## config.mk

```make
export PLATFORM = sky130hd
export DESIGN_NAME = gbts_ctrl
export DESIGN_NICKNAME = d
export VERILOG_FILES = /design/src/rtl/gbts_pkg.sv /design/src/rtl/gbts_ctrl.sv
export SDC_FILE = /design/constraint.sdc
export NUM_CORES = 1
export LEC_CHECK = 0
export BUFFER_PORTS_ARGS = -buffer_cell sky130_fd_sc_hd__buf_2
export CAP_MARGIN = 20
export CELL_PAD_IN_SITES_DETAIL_PLACEMENT = 2
export CELL_PAD_IN_SITES_GLOBAL_PLACEMENT = 2
export CORE_MARGIN = 2
export CORE_UTILIZATION = 21
export CTS_BUF_LIST = sky130_fd_sc_hd__clkbuf_2
export CTS_CLUSTER_DIAMETER = 150
export CTS_CLUSTER_SIZE = 10
export DETAILED_ROUTE_END_ITERATION = 12
export MAX_ROUTING_LAYER = met4
export PLACE_DENSITY = 0.76
export SYNTH_ARGS = -nofsm -noshare
export SYNTH_HDL_FRONTEND = slang
export SYNTH_SLANG_ARGS = --single-unit
```

## constraint.sdc

```tcl
create_clock -name clk -period 1.49 [get_ports clk]
set_clock_uncertainty 0.2 [all_clocks]
set_input_delay 0.0745 -clock clk [delete_from_list [all_inputs] [get_ports clk]]
set_output_delay 0.0745 -clock clk [all_outputs]
set_load 0.01 [all_outputs]
```

## src/rtl/gbts_pkg.sv

```systemverilog
`timescale 1ns / 1ps
`default_nettype none
package gbts_pkg;

	localparam int OP_W   = 2;
	localparam int POS_W  = 11;
	localparam int CHAR_W = 8;
	localparam int STAT_W = 2;
	localparam int IN_TDATA_W  = 24;
	localparam int OUT_TDATA_W = 24;

	localparam logic [OP_W-1:0] OP_INSERT = 2'd0;
	localparam logic [OP_W-1:0] OP_REMOVE = 2'd1;
	localparam logic [OP_W-1:0] OP_READ   = 2'd2;

	localparam logic [STAT_W-1:0] ST_DONE    = 2'd0;
	localparam logic [STAT_W-1:0] ST_FULL    = 2'd1;
	localparam logic [STAT_W-1:0] ST_BEYOND  = 2'd2;
	localparam logic [STAT_W-1:0] ST_NOTHING = 2'd3;

	typedef struct packed {
		logic              latch;
		logic              rd_issue;
		logic              step;
		logic              finish;
		logic              load;
		logic [STAT_W-1:0] status;
		logic              use_rd;
	} gbts_cmd_t;

	typedef struct packed {
		logic [OP_W-1:0] op;
		logic            pos_gt_len;
		logic            pos_ge_len;
		logic            pos_zero;
		logic            full;
		logic            at_pos;
		logic            pend;
		logic            out_free;
	} gbts_st_t;

endpackage
`default_nettype wire

```

## src/rtl/gbts_ctrl.sv

```systemverilog
`timescale 1ns / 1ps
`default_nettype none
module gbts_ctrl (
	input  wire logic                clk,
	input  wire logic                arst_n,
	input  wire logic                in_valid,
	output logic                     in_ready,
	input  wire gbts_pkg::gbts_st_t  st,
	output gbts_pkg::gbts_cmd_t      cmd
);
	import gbts_pkg::*;

	localparam logic [2:0] S_IDLE   = 3'd0;
	localparam logic [2:0] S_DECIDE = 3'd1;
	localparam logic [2:0] S_RDWAIT = 3'd2;
	localparam logic [2:0] S_MOVE   = 3'd3;
	localparam logic [2:0] S_RESULT = 3'd4;

	logic [2:0]        state_q;
	logic [2:0]        state_d;
	logic [STAT_W-1:0] status_q;
	logic [STAT_W-1:0] status_d;
	logic              use_rd_q;
	logic              use_rd_d;

	assign in_ready = state_q == S_IDLE;

	always_comb begin
		state_d  = state_q;
		status_d = status_q;
		use_rd_d = use_rd_q;
		unique case (state_q)
			S_IDLE: begin
				if (in_valid) begin
					state_d = S_DECIDE;
				end
			end
			S_DECIDE: begin
				status_d = ST_DONE;
				use_rd_d = 1'b0;
				state_d  = S_RESULT;
				unique case (st.op)
					OP_INSERT: begin
						if (st.pos_gt_len) begin
							status_d = ST_BEYOND;
						end else if (st.full) begin
							status_d = ST_FULL;
						end else begin
							state_d = S_MOVE;
						end
					end
					OP_REMOVE: begin
						if (st.pos_gt_len) begin
							status_d = ST_BEYOND;
						end else if (st.pos_zero) begin
							status_d = ST_NOTHING;
						end else begin
							state_d = S_MOVE;
						end
					end
					OP_READ: begin
						if (st.pos_ge_len) begin
							status_d = ST_BEYOND;
						end else begin
							use_rd_d = 1'b1;
							state_d  = S_RDWAIT;
						end
					end
					default: begin
						status_d = ST_DONE;
					end
				endcase
			end
			S_RDWAIT: begin
				state_d = S_RESULT;
			end
			S_MOVE: begin
				if (st.at_pos && !st.pend) begin
					state_d = S_RESULT;
				end
			end
			S_RESULT: begin
				if (st.out_free) begin
					state_d = S_IDLE;
				end
			end
			default: begin
				state_d = S_IDLE;
			end
		endcase
	end

	always_ff @(posedge clk or negedge arst_n) begin
		if (!arst_n) begin
			state_q  <= S_IDLE;
			status_q <= ST_DONE;
			use_rd_q <= 1'b0;
		end else begin
			state_q  <= state_d;
			status_q <= status_d;
			use_rd_q <= use_rd_d;
		end
	end

	assign cmd.latch    = in_ready && in_valid;
	assign cmd.rd_issue = (state_q == S_DECIDE) && (st.op == OP_READ) && !st.pos_ge_len;
	assign cmd.step     = (state_q == S_MOVE) && !st.at_pos;
	assign cmd.finish   = (state_q == S_MOVE) && st.at_pos && !st.pend;
	assign cmd.load     = (state_q == S_RESULT) && st.out_free;
	assign cmd.status   = status_q;
	assign cmd.use_rd   = use_rd_q;

endmodule
`default_nettype wire
```

==> impl_metrics.env <==
export IMPL_num_rows=15
export IMPL_clock_sinks=6
export IMPL_port_buffers=20
export IMPL_final_weighted_congestion_in_routability_driven_placement=0.746
export IMPL_highest_fanout_seen_on_the_critical_path=6
export IMPL_cts_tree="done"
export IMPL_yosys_mux_area_fraction=0.0253
export IMPL_fp_dieArea_um2=2250
export IMPL_final_worst_path_cycle_share=1.06
export IMPL_area_delta_synth_final_pct=90.2
export IMPL_avgSynthCellArea_um2=8.79
export IMPL_detail_route_antenna_nets=0
export IMPL_sw_frac=0.405
export IMPL_layout_common_cells="18 x buf_2, 6 x buf_4, 5 x dlygate4sd3_1, 5 x buf_6, 4 x nand2_1"
export IMPL_max_clock_path_buffers=2
export IMPL_hold_path_class="primary input to flip-flop"
export IMPL_global_route_overflow_total=0
export IMPL_cts_clk_slew_worst_paths_ns=0.07
export IMPL_drv_max_cap_violation_count=0
export IMPL_detailedRoute_firstIterationViolations=6
export IMPL_nNetsFinal=93
export IMPL_boundaryPins=21
export IMPL_timing_worst_slew_pin_value_ns=0.414
export IMPL_synth_compound_area_share=0.206
export IMPL_largest_family_of_logic_cells_by_synthesized_area="simple AND/OR/NAND/NOR gates"
export IMPL_stdcell_count=104
export IMPL_critPathCaptureType="output port"
export IMPL_antennaDiodeCount=0
export IMPL_netlist_cell_type_count=25
export IMPL_dr_max_layer_used="met4"
export IMPL_synth_xor_area_frac=0
export IMPL_p_switching_mw=0.449
export IMPL_clk_latency_ns=0.24
export IMPL_finalSetupViolCount=4
export IMPL_final_common_cell="buf_2"
export IMPL_run_status="finished, violations left"
export IMPL_power_leakage_nw=0.369
export IMPL_drive_gt1_frac=0.633
export IMPL_die_x_um=47.4
export IMPL_yosysSeqAreaShare=0.380
export IMPL_startpoint_type="flip-flop"
export IMPL_filler_cell_count=199
export IMPL_achievable_frequency_mhz=633
export IMPL_power_density_nw_per_um2=1470
export IMPL_vias_in_the_first_global_route=529
export IMPL_cp_arrival_ns=1.31
export IMPL_finalHoldViolations=0
export IMPL_grt_setup_unrepaired="yes"
export IMPL_mappedNetlistArea_um2=395
export IMPL_power_internal_mw=0.660
export IMPL_wire_length_of_the_first_global_routing_pass_mm=2.66
export IMPL_sequentialPowerShare=0.276
export IMPL_synth_fp_nets=57
export IMPL_share_clk_of_total_power=0.112
export IMPL_timing_final_crit_period_ns=1.58
export IMPL_total_number_of_yosys_warnings=0
export IMPL_slew_limit_headroom=0.724
export IMPL_viasPerCell=4.66
export IMPL_critical_path_class="flip-flop to output port"
export IMPL_grt_antenna_before_repair=0
export IMPL_initial_core_util=0.227
export IMPL_die_height_um=47.4
export IMPL_htreeDepth=1
export IMPL_required_ns=1.22
export IMPL_m1_wire_length_um=711
export IMPL_coreArea_um2=1750
export IMPL_violations="negative setup slack"
export IMPL_routed_wl_mm=1.77
export IMPL_clk_root_buffer_cell="clkbuf_2"
export IMPL_dr_total_vias=485
export IMPL_wl_per_cell_um=17.0
export IMPL_post_place_cells=91
export IMPL_setup_total_negative_slack_ns=-0.223
export IMPL_drt_pre_antenna_iters=2
export IMPL_combinational_share_of_power=0.612
export IMPL_grt_start_max_net_pins=7
export IMPL_synth_adder_area_share=0
export IMPL_synthCells=45
export IMPL_drcViolationCount=0
export IMPL_cts_inserted_buffers=3
export IMPL_synthSimpleGateAreaFrac=0.320
export IMPL_worst_slack_ns=-0.0902
export IMPL_timing_final_max_slew_violations=0
export IMPL_groute_usage_overall=0.187
export IMPL_synth_ff_latch_count=6
export IMPL_vdd_ir_drop_max_mv=0.455
export IMPL_wire_length_on_met3_um=65
export IMPL_met2_length_um=953
-- per-layer routing --
metal  GRT usage  vias up
met1       0.196      240
met5           -        -
met4       0.100        0
met2       0.316       11
li1            -      230
met3      0.0500        4
-- registers in the layout, summed over array words and instances (netlist names) --
register / cells
state_q: 3
status_q: 2
use_rd_q: 1
-- worst max-delay path, cell delays in order (launching register included) --
cell     delay, ns
dfrtp_2       0.46
buf_6         0.14
nor3_4        0.18
and2_1        0.15
buf_2         0.13
-- final cells by class --
class	instances	area, µm²	share of cell area
multi-input cells	35	307	0.408
repair buffers	34	241	0.321
flip-flops and latches	6	154	0.205
well taps	25	31.3	0.0416
clock buffers	3	15.0	0.0200
inverters	1	3.75	0.00499
-- cell usage after synthesis --
cell type  instances  share of area
dfrtp_1            6           0.38
nand2_1            6          0.057
nor2_1             5          0.047
nand2b_1           3          0.047
a21o_1             2          0.038
a21oi_1            2          0.025
nand3_1            2          0.025
nor3_1             2          0.025
a211o_1            1          0.022
a221oi_1           1          0.022
a221oi_2           1          0.038
a22o_1             1          0.022
a22oi_1            1          0.019
and2_1             1          0.016
and3_1             1          0.016
buf_2              1          0.013
buf_4              1          0.019
buf_6              1          0.028
inv_1              1         0.0095
mux2i_1            1          0.025
nor2b_1            1          0.016
nor3b_1            1          0.019
nor4b_1            1          0.022
o31ai_1            1          0.019
or3b_4             1          0.028
-- power groups by stage --
stage                     sequential [mW]  combinational [mW]  clock (mW)
after floorplan                     0.281               0.283           0
after global placement              0.281               0.407           0
after detailed placement            0.288               0.424           0
after CTS                           0.294               0.562       0.127
after global routing                0.315               0.736       0.142
final                               0.306               0.679       0.124
-- through the flow --
step                      area, µm²  utilization  hold slack, ns  power (mW)  setup slack, ns
after CTS                       676        0.387          0.0149       0.984          -0.0670
after detailed placement        533        0.305          -0.293       0.711           0.0578
after global routing            752        0.431          0.0597        1.19           -0.149
final                           752        0.431          0.0605        1.11          -0.0902
after floorplan                 395            -          -0.421       0.564            0.102
after global placement          533        0.305          -0.295       0.688           0.0789
-- cells by family (layout without fill, tap and decap cells) --
kind of cell           Yosys count  count (layout)
AO/OA/AOI/OAI                   10              10
buffers and inverters            4              38
flip-flops                       6               6
multiplexers                     1               1
AND/OR/NAND/NOR                 24              24
-- path summary, 6_finish.rpt --
kind,from,to,slack [ns],cells after the start
max reg2reg,state_q[2],status_q[1],0.03,3
min in group asynchronous,arst_n,state_q[0],0.61,3
min,st[5],status_q[1],0.06,4
max in group asynchronous,arst_n,state_q[1],0.24,3
min reg2reg,status_q[1],status_q[1],0.28,1
max,state_q[0],cmd[7],-0.09,4
-- timing repair --
action,in CTS,in global routing
endpoints found under the hold margin,8,0
pin swaps,4,6
gates resized for setup,12,15
setup buffers,4,3
hold buffers,5,0
setup endpoints to repair,5,10
Power figures use the tool's default switching activity.
